### src/sv/lir_pkg.sv
// ----------------------------------------------------------------------------
// lir_pkg
// Shared types, widths and constants of the linear interpolation resampler.
// ----------------------------------------------------------------------------
`default_nettype none

package lir_pkg;

    localparam int SAMPLE_W   = 18;  // Q2.15 input sample
    localparam int DIFF_W     = SAMPLE_W + 1;
    localparam int ACC_W      = SAMPLE_W + 2;
    localparam int STEP_W     = 20;  // rate step register
    localparam int PCM_W      = 16;
    localparam int PCM_FRAC_W = 15;  // fraction bits of the input sample

    localparam int DEF_MAX_OUTPUTS    = 16;
    localparam int DEF_STEP_FRAC_BITS = 16;

    localparam int APB_ADDR_W = 3;
    localparam int APB_DATA_W = 32;

    typedef logic signed [SAMPLE_W-1:0] t_sample;
    typedef logic signed [DIFF_W-1:0]   t_diff;
    typedef logic signed [ACC_W-1:0]    t_acc;
    typedef logic signed [PCM_W-1:0]    t_pcm;
    typedef logic        [STEP_W-1:0]   t_step;

    localparam t_step RATE_STEP_RESET = 20'd131072;
    localparam logic [PCM_FRAC_W-1:0] PCM_FULL = '1;

    // register index, taken from paddr[2]
    typedef enum logic {
        REG_RATE_STEP    = 1'b0,
        REG_PASS_THROUGH = 1'b1
    } t_reg_idx;

    typedef enum logic [2:0] {
        ST_IDLE,
        ST_CHECK,
        ST_MUL,
        ST_SUM,
        ST_MAG,
        ST_EMIT
    } t_state;

    typedef struct packed {
        logic load_sum;
        logic load_mag;
    } t_pcm_ctl;

endpackage

`default_nettype wire

### src/sv/lir_sample_if.sv
// ----------------------------------------------------------------------------
// lir_sample_if
// Valid/ready channel carrying one input audio sample.
// ----------------------------------------------------------------------------
`default_nettype none

interface lir_sample_if;
    import lir_pkg::*;

    logic    valid;
    logic    ready;
    t_sample sample_in;

    modport source (output valid, output sample_in, input ready);
    modport sink   (input valid, input sample_in, output ready);
endinterface

`default_nettype wire

### src/sv/lir_result_if.sv
// ----------------------------------------------------------------------------
// lir_result_if
// Valid/ready channel carrying one PCM result and its end-of-run flag.
// ----------------------------------------------------------------------------
`default_nettype none

interface lir_result_if;
    import lir_pkg::*;

    logic valid;
    logic ready;
    t_pcm pcm_out;
    logic last_of_run;

    modport source (output valid, output pcm_out, output last_of_run, input ready);
    modport sink   (input valid, input pcm_out, input last_of_run, output ready);
endinterface

`default_nettype wire

### src/sv/linear_interp_resampler_unit.sv
// ----------------------------------------------------------------------------
// linear_interp_resampler_unit
// Streaming linear interpolation sample-rate converter with APB registers.
// ----------------------------------------------------------------------------
// Each accepted Q2.15 sample closes the interval from the previous sample; for
// every read position inside it the block emits prev*(1-f)+cur*f, clamped to
// +/-1 and scaled to 16-bit PCM, with last_of_run set on the final result of
// that sample. The interpolation product is formed by a bit-serial multiplier
// that takes one fraction bit per cycle; the sum, magnitude and emit steps
// follow, and a result may wait there for the output register to free up.
// One input sample is processed at a time; a finished result sits in an output
// register, so the next sample is taken while it waits. Registers: rate_step
// at 0x0 (Q4.F input/output rate ratio, reset 0x20000), pass_through at 0x4.
// Write them only while the block is idle.
`default_nettype none

module linear_interp_resampler_unit #(
    parameter int MAX_OUTPUTS_PER_SAMPLE = lir_pkg::DEF_MAX_OUTPUTS,
    parameter int STEP_FRAC_BITS         = lir_pkg::DEF_STEP_FRAC_BITS
) (
    input  wire                              i_clk,
    input  wire                              i_rst_n,
    lir_sample_if.sink                       i_sample,
    lir_result_if.source                     o_result,
    input  wire                              psel,
    input  wire                              penable,
    input  wire                              pwrite,
    input  wire [lir_pkg::APB_ADDR_W-1:0]    paddr,
    input  wire [lir_pkg::APB_DATA_W-1:0]    pwdata,
    output logic [lir_pkg::APB_DATA_W-1:0]   prdata,
    output logic                             pready
);
    import lir_pkg::*;

    localparam int PH_W  = ((STEP_FRAC_BITS > STEP_W) ? STEP_FRAC_BITS : STEP_W) + 1;
    localparam int CNT_W = $clog2(MAX_OUTPUTS_PER_SAMPLE + 1);
    localparam logic [PH_W-1:0]  PHASE_ONE = {{(PH_W-1){1'b0}}, 1'b1} << STEP_FRAC_BITS;
    localparam logic [CNT_W-1:0] CNT_MAX   = CNT_W'(MAX_OUTPUTS_PER_SAMPLE);
    localparam logic [CNT_W-1:0] CNT_LAST  = CNT_W'(MAX_OUTPUTS_PER_SAMPLE - 1);

    t_state           r_state;
    t_state           n_state;
    t_step            r_rate_step;
    logic             r_pass;
    t_sample          r_prev;
    logic [PH_W-1:0]  r_phase;
    logic [CNT_W-1:0] r_cnt;
    logic             r_is_pass;
    logic             r_last;
    t_sample          r_base;
    t_diff            r_diff;
    logic             r_out_valid;
    t_pcm             r_pcm;
    logic             r_out_last;

    logic                      cfg_wr;
    t_reg_idx                  cfg_idx;
    logic                      in_ready;
    logic                      in_xfer;
    logic                      run;
    logic                      mul_start;
    logic                      finish;
    logic                      slot_free;
    logic                      out_load;
    logic [PH_W-1:0]           phase_sum;
    logic                      below_one;
    logic [STEP_FRAC_BITS-1:0] mul_frac;
    logic                      mul_busy;
    t_acc                      mul_acc;
    logic [STEP_FRAC_BITS-1:0] mul_lo;
    t_pcm_ctl                  pcm_ctl;
    t_pcm                      pcm_val;

    // ---------------- configuration port ----------------
    assign pready  = 1'b1;
    assign cfg_wr  = psel && penable && pwrite && pready;
    assign cfg_idx = t_reg_idx'(paddr[2]);

    always_comb begin
        unique case (cfg_idx)
            REG_RATE_STEP:    prdata = {{(APB_DATA_W-STEP_W){1'b0}}, r_rate_step};
            REG_PASS_THROUGH: prdata = {{(APB_DATA_W-1){1'b0}}, r_pass};
            default:          prdata = '0;
        endcase
    end

    // ---------------- control ----------------
    assign phase_sum = r_phase + {{(PH_W-STEP_W){1'b0}}, r_rate_step};
    assign below_one = r_phase < PHASE_ONE;
    assign run       = r_is_pass || (below_one && (r_cnt < CNT_MAX));
    assign slot_free = !r_out_valid || o_result.ready;
    assign in_xfer   = i_sample.valid && in_ready;
    assign mul_frac  = r_is_pass ? '0 : r_phase[STEP_FRAC_BITS-1:0];

    always_comb begin
        n_state = r_state;
        unique case (r_state)
            ST_IDLE:  if (in_xfer) n_state = ST_CHECK;
            ST_CHECK: n_state = run ? ST_MUL : ST_IDLE;
            ST_MUL:   if (!mul_busy) n_state = ST_SUM;
            ST_SUM:   n_state = ST_MAG;
            ST_MAG:   n_state = ST_EMIT;
            ST_EMIT:  if (slot_free) n_state = r_is_pass ? ST_IDLE : ST_CHECK;
            default:  n_state = ST_IDLE;
        endcase
    end

    always_comb begin
        in_ready         = 1'b0;
        mul_start        = 1'b0;
        finish           = 1'b0;
        out_load         = 1'b0;
        pcm_ctl.load_sum = 1'b0;
        pcm_ctl.load_mag = 1'b0;
        unique case (r_state)
            ST_IDLE:  in_ready = i_rst_n;
            ST_CHECK: begin
                mul_start = run;
                finish    = !run;
            end
            ST_MUL:   ;
            ST_SUM:   pcm_ctl.load_sum = 1'b1;
            ST_MAG:   pcm_ctl.load_mag = 1'b1;
            ST_EMIT:  out_load = slot_free;
            default:  ;
        endcase
    end

    assign i_sample.ready = in_ready;

    always_ff @(posedge i_clk) begin
        if (!i_rst_n) begin
            r_state     <= ST_IDLE;
            r_rate_step <= RATE_STEP_RESET;
            r_pass      <= 1'b0;
            r_prev      <= '0;
            r_phase     <= '0;
            r_cnt       <= '0;
            r_is_pass   <= 1'b0;
            r_out_valid <= 1'b0;
        end else begin
            r_state <= n_state;
            if (cfg_wr) begin
                unique case (cfg_idx)
                    REG_RATE_STEP:    r_rate_step <= pwdata[STEP_W-1:0];
                    REG_PASS_THROUGH: r_pass      <= pwdata[0];
                    default:          ;
                endcase
            end
            if (in_xfer) begin
                r_prev    <= i_sample.sample_in;
                r_is_pass <= r_pass;
                r_cnt     <= '0;
            end
            if (mul_start && !r_is_pass) begin
                r_phase <= phase_sum;
                r_cnt   <= r_cnt + CNT_W'(1);
            end
            // close the interval: wrap the phase, or restart it after a cut-off run
            if (finish) begin
                r_phase <= below_one ? '0 : r_phase - PHASE_ONE;
            end
            if (out_load) begin
                r_out_valid <= 1'b1;
            end else if (o_result.ready) begin
                r_out_valid <= 1'b0;
            end
        end
    end

    always_ff @(posedge i_clk) begin
        if (in_xfer) begin
            r_base <= r_pass ? i_sample.sample_in : r_prev;
            r_diff <= r_pass ? '0
                             : {i_sample.sample_in[SAMPLE_W-1], i_sample.sample_in}
                               - {r_prev[SAMPLE_W-1], r_prev};
        end
        if (mul_start) begin
            r_last <= r_is_pass || (phase_sum >= PHASE_ONE) || (r_cnt == CNT_LAST);
        end
        if (out_load) begin
            r_pcm      <= pcm_val;
            r_out_last <= r_last;
        end
    end

    assign o_result.valid       = r_out_valid;
    assign o_result.pcm_out     = r_pcm;
    assign o_result.last_of_run = r_out_last;

    // ---------------- datapath ----------------
    lir_serial_mul #(
        .STEP_FRAC_BITS (STEP_FRAC_BITS)
    ) u_mul (
        .i_clk   (i_clk),
        .i_rst_n (i_rst_n),
        .i_start (mul_start),
        .i_diff  (r_diff),
        .i_frac  (mul_frac),
        .o_busy  (mul_busy),
        .o_acc   (mul_acc),
        .o_lo    (mul_lo)
    );

    lir_pcm_conv #(
        .STEP_FRAC_BITS (STEP_FRAC_BITS)
    ) u_pcm (
        .i_clk  (i_clk),
        .i_ctl  (pcm_ctl),
        .i_acc  (mul_acc),
        .i_base (r_base),
        .i_lo   (mul_lo),
        .o_pcm  (pcm_val)
    );

    // ---------------- checks ----------------
    a_cnt_bound: assert property (@(posedge i_clk) disable iff (!i_rst_n)
        r_cnt <= CNT_MAX)
        else $error("result count ran past the per-sample limit");

    a_idle_phase: assert property (@(posedge i_clk) disable iff (!i_rst_n)
        (r_state == ST_IDLE) |-> ((r_phase >> STEP_W) == '0))
        else $error("read phase out of range between samples");

    a_start_free: assert property (@(posedge i_clk) disable iff (!i_rst_n)
        mul_start |-> !mul_busy)
        else $error("multiplier started while still busy");

endmodule

`default_nettype wire

### src/sv/lir_serial_mul.sv
// ----------------------------------------------------------------------------
// lir_serial_mul
// Serial-parallel multiplier: signed difference times unsigned fraction, one
// fraction bit per cycle, low product bits shifted out into a register.
// ----------------------------------------------------------------------------
`default_nettype none

module lir_serial_mul #(
    parameter int STEP_FRAC_BITS = lir_pkg::DEF_STEP_FRAC_BITS
) (
    input  wire                      i_clk,
    input  wire                      i_rst_n,
    input  wire                      i_start,
    input  lir_pkg::t_diff           i_diff,
    input  wire [STEP_FRAC_BITS-1:0] i_frac,
    output logic                     o_busy,
    output lir_pkg::t_acc            o_acc,
    output logic [STEP_FRAC_BITS-1:0] o_lo
);
    import lir_pkg::*;

    localparam int CNT_W = $clog2(STEP_FRAC_BITS + 1);

    logic                      r_busy;
    logic [CNT_W-1:0]          r_cnt;
    t_acc                      r_acc;
    t_diff                     r_diff;
    logic [STEP_FRAC_BITS-1:0] r_frac;
    logic [STEP_FRAC_BITS-1:0] r_lo;
    t_acc                      n_sum;

    // add the multiplicand when the current fraction bit is set
    always_comb begin
        n_sum = r_acc + (r_frac[0] ? {r_diff[DIFF_W-1], r_diff} : t_acc'(0));
    end

    always_ff @(posedge i_clk) begin
        if (!i_rst_n) begin
            r_busy <= 1'b0;
            r_cnt  <= '0;
        end else if (i_start) begin
            r_busy <= 1'b1;
            r_cnt  <= CNT_W'(STEP_FRAC_BITS);
        end else if (r_busy) begin
            r_cnt <= r_cnt - CNT_W'(1);
            if (r_cnt == CNT_W'(1)) begin
                r_busy <= 1'b0;
            end
        end
    end

    always_ff @(posedge i_clk) begin
        if (i_start) begin
            r_acc  <= '0;
            r_diff <= i_diff;
            r_frac <= i_frac;
            r_lo   <= '0;
        end else if (r_busy) begin
            r_acc  <= n_sum >>> 1;
            r_lo   <= {n_sum[0], r_lo[STEP_FRAC_BITS-1:1]};
            r_frac <= r_frac >> 1;
        end
    end

    assign o_busy = r_busy;
    assign o_acc  = r_acc;
    assign o_lo   = r_lo;

    a_busy_count: assert property (@(posedge i_clk) disable iff (!i_rst_n)
        r_busy |-> (r_cnt != '0))
        else $error("multiplier busy with an exhausted bit count");

endmodule

`default_nettype wire

### src/sv/lir_pcm_conv.sv
// ----------------------------------------------------------------------------
// lir_pcm_conv
// Adds the base sample to the product, takes the magnitude, then clamps and
// scales it by 32767 with truncation toward zero.
// ----------------------------------------------------------------------------
`default_nettype none

module lir_pcm_conv #(
    parameter int STEP_FRAC_BITS = lir_pkg::DEF_STEP_FRAC_BITS
) (
    input  wire                       i_clk,
    input  lir_pkg::t_pcm_ctl         i_ctl,
    input  lir_pkg::t_acc             i_acc,
    input  lir_pkg::t_sample          i_base,
    input  wire [STEP_FRAC_BITS-1:0]  i_lo,
    output lir_pkg::t_pcm             o_pcm
);
    import lir_pkg::*;

    localparam int CMP_W = STEP_FRAC_BITS + PCM_FRAC_W;

    t_acc                      r_hi;
    logic [STEP_FRAC_BITS-1:0] r_lo;
    logic                      r_neg;
    logic [ACC_W-1:0]          r_mag_hi;
    logic [STEP_FRAC_BITS-1:0] r_mag_lo;

    logic                      n_neg;
    logic [ACC_W-1:0]          n_mag_hi;
    logic [STEP_FRAC_BITS-1:0] n_mag_lo;
    logic                      clamp;
    logic [CMP_W-1:0]          lhs;
    logic [CMP_W-1:0]          rhs;
    logic                      dec;
    logic [PCM_FRAC_W-1:0]     q;
    t_pcm                      q_ext;

    function automatic logic [STEP_FRAC_BITS-1:0] neg_lo(
        input logic [STEP_FRAC_BITS-1:0] lo,
        input logic                      neg
    );
        neg_lo = neg ? -lo : lo;
    endfunction

    // value = hi * 2^F + lo, negate across the split
    always_comb begin
        n_neg    = r_hi[ACC_W-1];
        n_mag_lo = neg_lo(r_lo, n_neg);
        if (!n_neg) begin
            n_mag_hi = r_hi;
        end else if (r_lo == '0) begin
            n_mag_hi = -r_hi;
        end else begin
            n_mag_hi = ~r_hi;
        end
    end

    // mag*32767 >> (15+F) is the integer part, less one when the
    // fraction part times 32767 falls below the integer part
    always_comb begin
        clamp = |r_mag_hi[ACC_W-1:PCM_FRAC_W];
        lhs   = {r_mag_lo, {PCM_FRAC_W{1'b0}}} - {{PCM_FRAC_W{1'b0}}, r_mag_lo};
        rhs   = {r_mag_hi[PCM_FRAC_W-1:0], {STEP_FRAC_BITS{1'b0}}};
        dec   = lhs < rhs;
        q     = clamp ? PCM_FULL : r_mag_hi[PCM_FRAC_W-1:0] - PCM_FRAC_W'(dec);
        q_ext = {1'b0, q};
        o_pcm = r_neg ? -q_ext : q_ext;
    end

    always_ff @(posedge i_clk) begin
        if (i_ctl.load_sum) begin
            r_hi <= i_acc + {{(ACC_W-SAMPLE_W){i_base[SAMPLE_W-1]}}, i_base};
            r_lo <= i_lo;
        end
        if (i_ctl.load_mag) begin
            r_neg    <= n_neg;
            r_mag_hi <= n_mag_hi;
            r_mag_lo <= n_mag_lo;
        end
    end

endmodule

`default_nettype wire

### src/flat_wrapper.sv
// flat-port wrapper written by rule: the top's interface ports become plain ports
module linear_interp_resampler_unit_flat import lir_pkg::*;
#(
    parameter int MAX_OUTPUTS_PER_SAMPLE = lir_pkg::DEF_MAX_OUTPUTS,
    parameter int STEP_FRAC_BITS         = lir_pkg::DEF_STEP_FRAC_BITS
)
  (i_clk, i_rst_n, psel, penable, pwrite, paddr, pwdata, prdata, pready, i_sample_valid, i_sample_sample_in, i_sample_ready, o_result_valid, o_result_pcm_out, o_result_last_of_run, o_result_ready);
  lir_sample_if i_sample_i ();
  lir_result_if o_result_i ();
  input  wire i_clk;
  input  wire i_rst_n;
  input  wire psel;
  input  wire penable;
  input  wire pwrite;
  input  wire [lir_pkg::APB_ADDR_W-1:0] paddr;
  input  wire [lir_pkg::APB_DATA_W-1:0] pwdata;
  output logic [lir_pkg::APB_DATA_W-1:0] prdata;
  output logic pready;
  input wire logic [$bits(i_sample_i.valid)-1:0] i_sample_valid;
  input wire logic [$bits(i_sample_i.sample_in)-1:0] i_sample_sample_in;
  output wire logic [$bits(i_sample_i.ready)-1:0] i_sample_ready;
  output wire logic [$bits(o_result_i.valid)-1:0] o_result_valid;
  output wire logic [$bits(o_result_i.pcm_out)-1:0] o_result_pcm_out;
  output wire logic [$bits(o_result_i.last_of_run)-1:0] o_result_last_of_run;
  input wire logic [$bits(o_result_i.ready)-1:0] o_result_ready;
  assign i_sample_i.valid = i_sample_valid;
  assign i_sample_i.sample_in = i_sample_sample_in;
  assign i_sample_ready = i_sample_i.ready;
  assign o_result_valid = o_result_i.valid;
  assign o_result_pcm_out = o_result_i.pcm_out;
  assign o_result_last_of_run = o_result_i.last_of_run;
  assign o_result_i.ready = o_result_ready;
  linear_interp_resampler_unit #(.MAX_OUTPUTS_PER_SAMPLE(MAX_OUTPUTS_PER_SAMPLE), .STEP_FRAC_BITS(STEP_FRAC_BITS)) u_core (.i_clk(i_clk), .i_rst_n(i_rst_n), .i_sample(i_sample_i), .o_result(o_result_i), .psel(psel), .penable(penable), .pwrite(pwrite), .paddr(paddr), .pwdata(pwdata), .prdata(prdata), .pready(pready));
endmodule
### config.mk
export PLATFORM = sky130hd
export DESIGN_NAME = linear_interp_resampler_unit_flat
export DESIGN_NICKNAME = d
export VERILOG_FILES = /design/src/sv/lir_pkg.sv /design/src/sv/lir_sample_if.sv /design/src/sv/lir_result_if.sv /design/src/sv/linear_interp_resampler_unit.sv /design/src/sv/lir_serial_mul.sv /design/src/sv/lir_pcm_conv.sv /design/src/flat_wrapper.sv
export SDC_FILE = /design/constraint.sdc
export NUM_CORES = 1
export LEC_CHECK = 0
export ABC_AREA = 0
export CAP_MARGIN = 20
export CORE_MARGIN = 2
export CORE_UTILIZATION = 50
export CTS_CLUSTER_DIAMETER = 150
export DETAILED_ROUTE_END_ITERATION = 8
export DONT_BUFFER_PORTS = 1
export PLACE_DENSITY = 0.73
export SYNTH_ARGS = -nofsm -noshare
export SYNTH_HDL_FRONTEND = slang
export SYNTH_SLANG_ARGS = --single-unit
### constraint.sdc
create_clock -name i_clk -period 11.75 [get_ports i_clk]
set_input_delay 1.175 -clock i_clk [delete_from_list [all_inputs] [get_ports i_clk]]
set_output_delay 1.175 -clock i_clk [all_outputs]
set_load 0.01 [all_outputs]
==> key figures <==
Clock tree
  • Setup bufs post-CTS: 0
  • Worst-path clk slew: 0.06 ns
  • TritonCTS buffer count: 30
  • CTS max path bufs: 3
  • Root Buffer: clkbuf_16
  • CTS H-tree lvls: 1
  • Clk sink count: between 200 and 300
  • CTS tree: yes
  • Post-CTS Resized: 0
  • Clk_lat worst skew: 0.57 ns
  • # hold bufs at CTS: 0

Synthesis
  • Top-area cell type share of the netlist area: 0.308
  • Compound-cell area share of the yosys netlist: 0.176
  • Multiplexer area fraction after synthesis: 0.0166
  • Post-synth EDFFs: 163
  • Syn avg cell area: 9.67 sq um
  • Largest area contributor in the netlist: edfxtp_1
  • Fraction of registers with async set/reset: 0
  • Adder and majority gate portion of the synthesized area: 0.0845
  • Syn Inst Count: 1645
  • Sequential-to-total area share from yosys stat: 0.447
  • Synth Area in XOR/XNOR: 0.0589
  • Main combinational cell family by area after synthesis: compound AO/OA/AOI/OAI gates
  • Seq cells post-synth: about 270
  • Post-synth cell types: 81
  • Primary FF master, synth: edfxtp_1
  • Ys Warns: 0
  • Synth Area in Simple Gates: 0.173
  • Synth area leaders: edfxtp_1, dfxtp_1, ha_1
  • Post-Synthesis Cell Area: 15900 sq um

Global routing
  • Initial antenna violation count: 0
  • Grt ovf: 0
  • First-pass GRT wire length: slightly above 50000 microns
  • Total GRT Usage: 0.183
  • Vias in the first global route: 10900
  • Largest net degree at the start of global routing: 74

Timing
  • Final worst slack: 5.81 ns
  • Worst slew pin tran: 0.986 ns
  • Skew final: 0.0323 ns
  • TNS Setup: 0 ns
  • Fin crit period: ~5.9 ns
  • Fin. Hold Viols: 0
  • Final setup violation count: 0
  • Final worst path period share: 0.505
  • Max Freq: roughly 170 MHz
  • RSZ-0062 raised after global routing: no
  • Fin. max-slew vios: 0
  • Rel. slew slack: 0.337

Worst setup path
  • Critical path class: reg -> reg
  • Critical Path AT: 6.23 ns
  • Critical path's slowest cell: o311ai_0
  • Crit path buf inv count: 1
  • Worst R2R Path Depth: 23
  • CP Launch Type: flop
  • Worst R2R End: u_core.o_result.pcm_out[13]
  • Most Frequent Cell on Critical Path: ha_1
  • CP Data Required Time: around 12 ns
  • Crit path max fanout: 9
  • Slowest cell delay on critical path: 0.54 ns
  • Reg2reg start: u_core.u_pcm.r_mag_lo[15]
  • Cell family with most CP delay: simple AND/OR/NAND/NOR gates
  • R2r setup slk: 5.81 ns
  • Critical path cell sequence: inv_1 -> ha_1 -> nor4b_1 -> nand4_1 -> nand3_1 -> nor4_1 -> nand2b_1 -> xnor2_1 -> ha_1 -> a21o_1 -> a21o_1 -> a211oi_1 -> o31ai_1 -> a21oi_1 -> ha_1 -> ha_1 -> or3b_1 -> or3_1 -> o311ai_0 -> nor3_1 -> nand3_1 -> o21ai_0 -> xnor2_1
  • CP Capture Type: flop

Detailed routing
  • Wire length on met1: about 14000 microns
  • ANT nets after route: 0
  • Metal3 WL: 1340 microns
  • Routed vias/inst: around 5.7
  • Vias post-DR: around 12000
  • Met2 wire length: 14000 microns
  • First-pass detailed-route iteration total: 4
  • Max Used Layer: met4
  • WL per Instance: 14.9 microns
  • Total Wirelength: 30400 microns
  • DRT iter0 DRCs: slightly below 800
  • DRC Markers: 0

Die
  • Die area: 33300 sq um
  • Row count: 65
  • Core Area: 31500 sq um
  • Die height: 182 microns
  • Num ports: about 110
  • Initial Util: 0.505
  • Die Wd: 182 microns

Final layout
  • Fillers: 2684
  • Antenna cells: 0
  • Final Core Density: 0.550
  • Most frequent cells in the layout: nand2_1, edfxtp_1, dfxtp_1
  • Multi-input logic area: 8160 sq um
  • Register area: 7120 sq um
  • Most common cell after layout, fill and taps aside: nand2_1
  • Share of layout cells above drive strength 1: 0.0523
  • Syn-to-layout area delta: 8.79%
  • Final net count: 1785

Power and ir drop
  • Lkg Pwr: 0.00657 uW
  • Switching Fraction: 0.293
  • Worst IR Drop VDD: 0.119 mV
  • Clock power frac: 0.343
  • PD cells: 168 nW/um^2
  • Comb power frac: 0.236
  • Part of the power in registers: 0.421
  • Int Power: 2050 uW
  • P_sw: 851 uW

Flow run
  • Max-cap violations: 0

Placed design
  • PortBufs: 0
  • Gp weighted congestion: 0.885
  • Worst slack, placed: 5.80 ns
  • Post-detail-place hpwl: 22400 microns

Hold path
  • Hold EP: u_core.u_mul.r_diff[7]
  • Hold Startpoint: u_core.r_diff[7]
  • Hold crit path type: reg -> reg
  • WHS Path Cells: 0

Outcome
  • Status: complete, no violations
registers in the layout (all words and copies together) (netlist names), 18 cells and up:
name / flops
u_core.r_phase: 21
u_core.r_base: 18
u_core.r_diff: 19
u_core.u_pcm.r_mag_hi: 20
u_core.r_rate_step: 20
u_core.u_mul.o_acc: 19
u_core.r_prev: 18
u_core.u_pcm.r_hi: 20
u_core.u_mul.r_diff: 19
cells by family (layout without fill, tap and decap cells):
kind of cell,after synthesis,count (layout)
mux,26,26
fa+ha+maj,105,105
xor+xnor,107,107
other cells,2,13
compound gates,417,417
flops,274,274
simple gates,547,547
buf+inv,167,155
metrics by stage:
step,instances,hold WS (ns),power [uW],area (sq um)
floorplan,1656,0.400,1780,15900
global placement,1987,0.403,1900,16200
detailed placement,1988,0.405,1920,16200
CTS,2044,0.416,2920,17300
global route,2046,0.415,3070,17300
finish,2046,0.414,2900,17300
worst register-to-register path: cells and delay by family (launching register included):
family / cells / cell delay (ns)
XOR/XNOR: 2 / 0.35
AO/OA/AOI/OAI: 7 / 1.47
adder cells (fa/ha/maj): 4 / 1.01
AND/OR/NAND/NOR: 9 / 2.36
flip-flops: 1 / 0.40
buffers and inverters: 1 / 0.09
layout make-up:
class / count / share of cell area
tap: 402 / 0.0291
timing repair buffer: 9 / 0.00506
sequential: 274 / 0.411
multi-input combinational: 1215 / 0.472
inverter: 90 / 0.0195
clock inverter: 19 / 0.0159
clock buffer: 37 / 0.0472
synthesized netlist by cell type (25+ instances only):
library cell  count
edfxtp_1        163
o21ai_0          95
xnor2_1          81
ha_1            101
nor2b_1          49
nand2_1         166
nand3_1          49
xor2_1           26
nor3_1           43
nor2_1           95
dfxtp_1         111
inv_1            89
a21boi_0         27
a21oi_1          82
a21o_1           31
clkbuf_1         57
o21a_1           25
and2_1           29
worst max path at each step:
stage	from	slack, ns	depth (start not counted)	to
6_report	u_core.u_pcm.r_mag_lo[15]	5.81	23	u_core.o_result.pcm_out[13]
5_1_grt	u_core.u_pcm.r_mag_lo[15]	5.16	23	u_core.o_result.pcm_out[13]
4_1_cts	u_core.u_pcm.r_mag_lo[15]	5.75	23	u_core.o_result.pcm_out[13]
3_5_place_dp	u_core.u_pcm.r_mag_lo[15]	5.80	23	u_core.o_result.pcm_out[13]
3_3_place_gp	u_core.u_pcm.r_mag_lo[15]	5.91	23	u_core.o_result.pcm_out[10]
2_1_floorplan	u_core.u_pcm.r_mag_lo[15]	6.37	24	u_core.o_result.pcm_out[10]
per-layer routing:
layer	vias to the layer above	track usage
met3	43	0.0263
li1	5949	-
met4	0	0.0516
met1	5356	0.253
met2	252	0.300
met5	-	0
power groups by stage:
stage               combinational (uW)  clock [uW]  sequential (uW)
detailed placement                 676           0             1240
global route                       775        1060             1230
global placement                   657           0             1240
floorplan                          567           0             1210
finish                             685         995             1220
CTS                                681        1020             1220
Power figures use the tool's default switching activity.
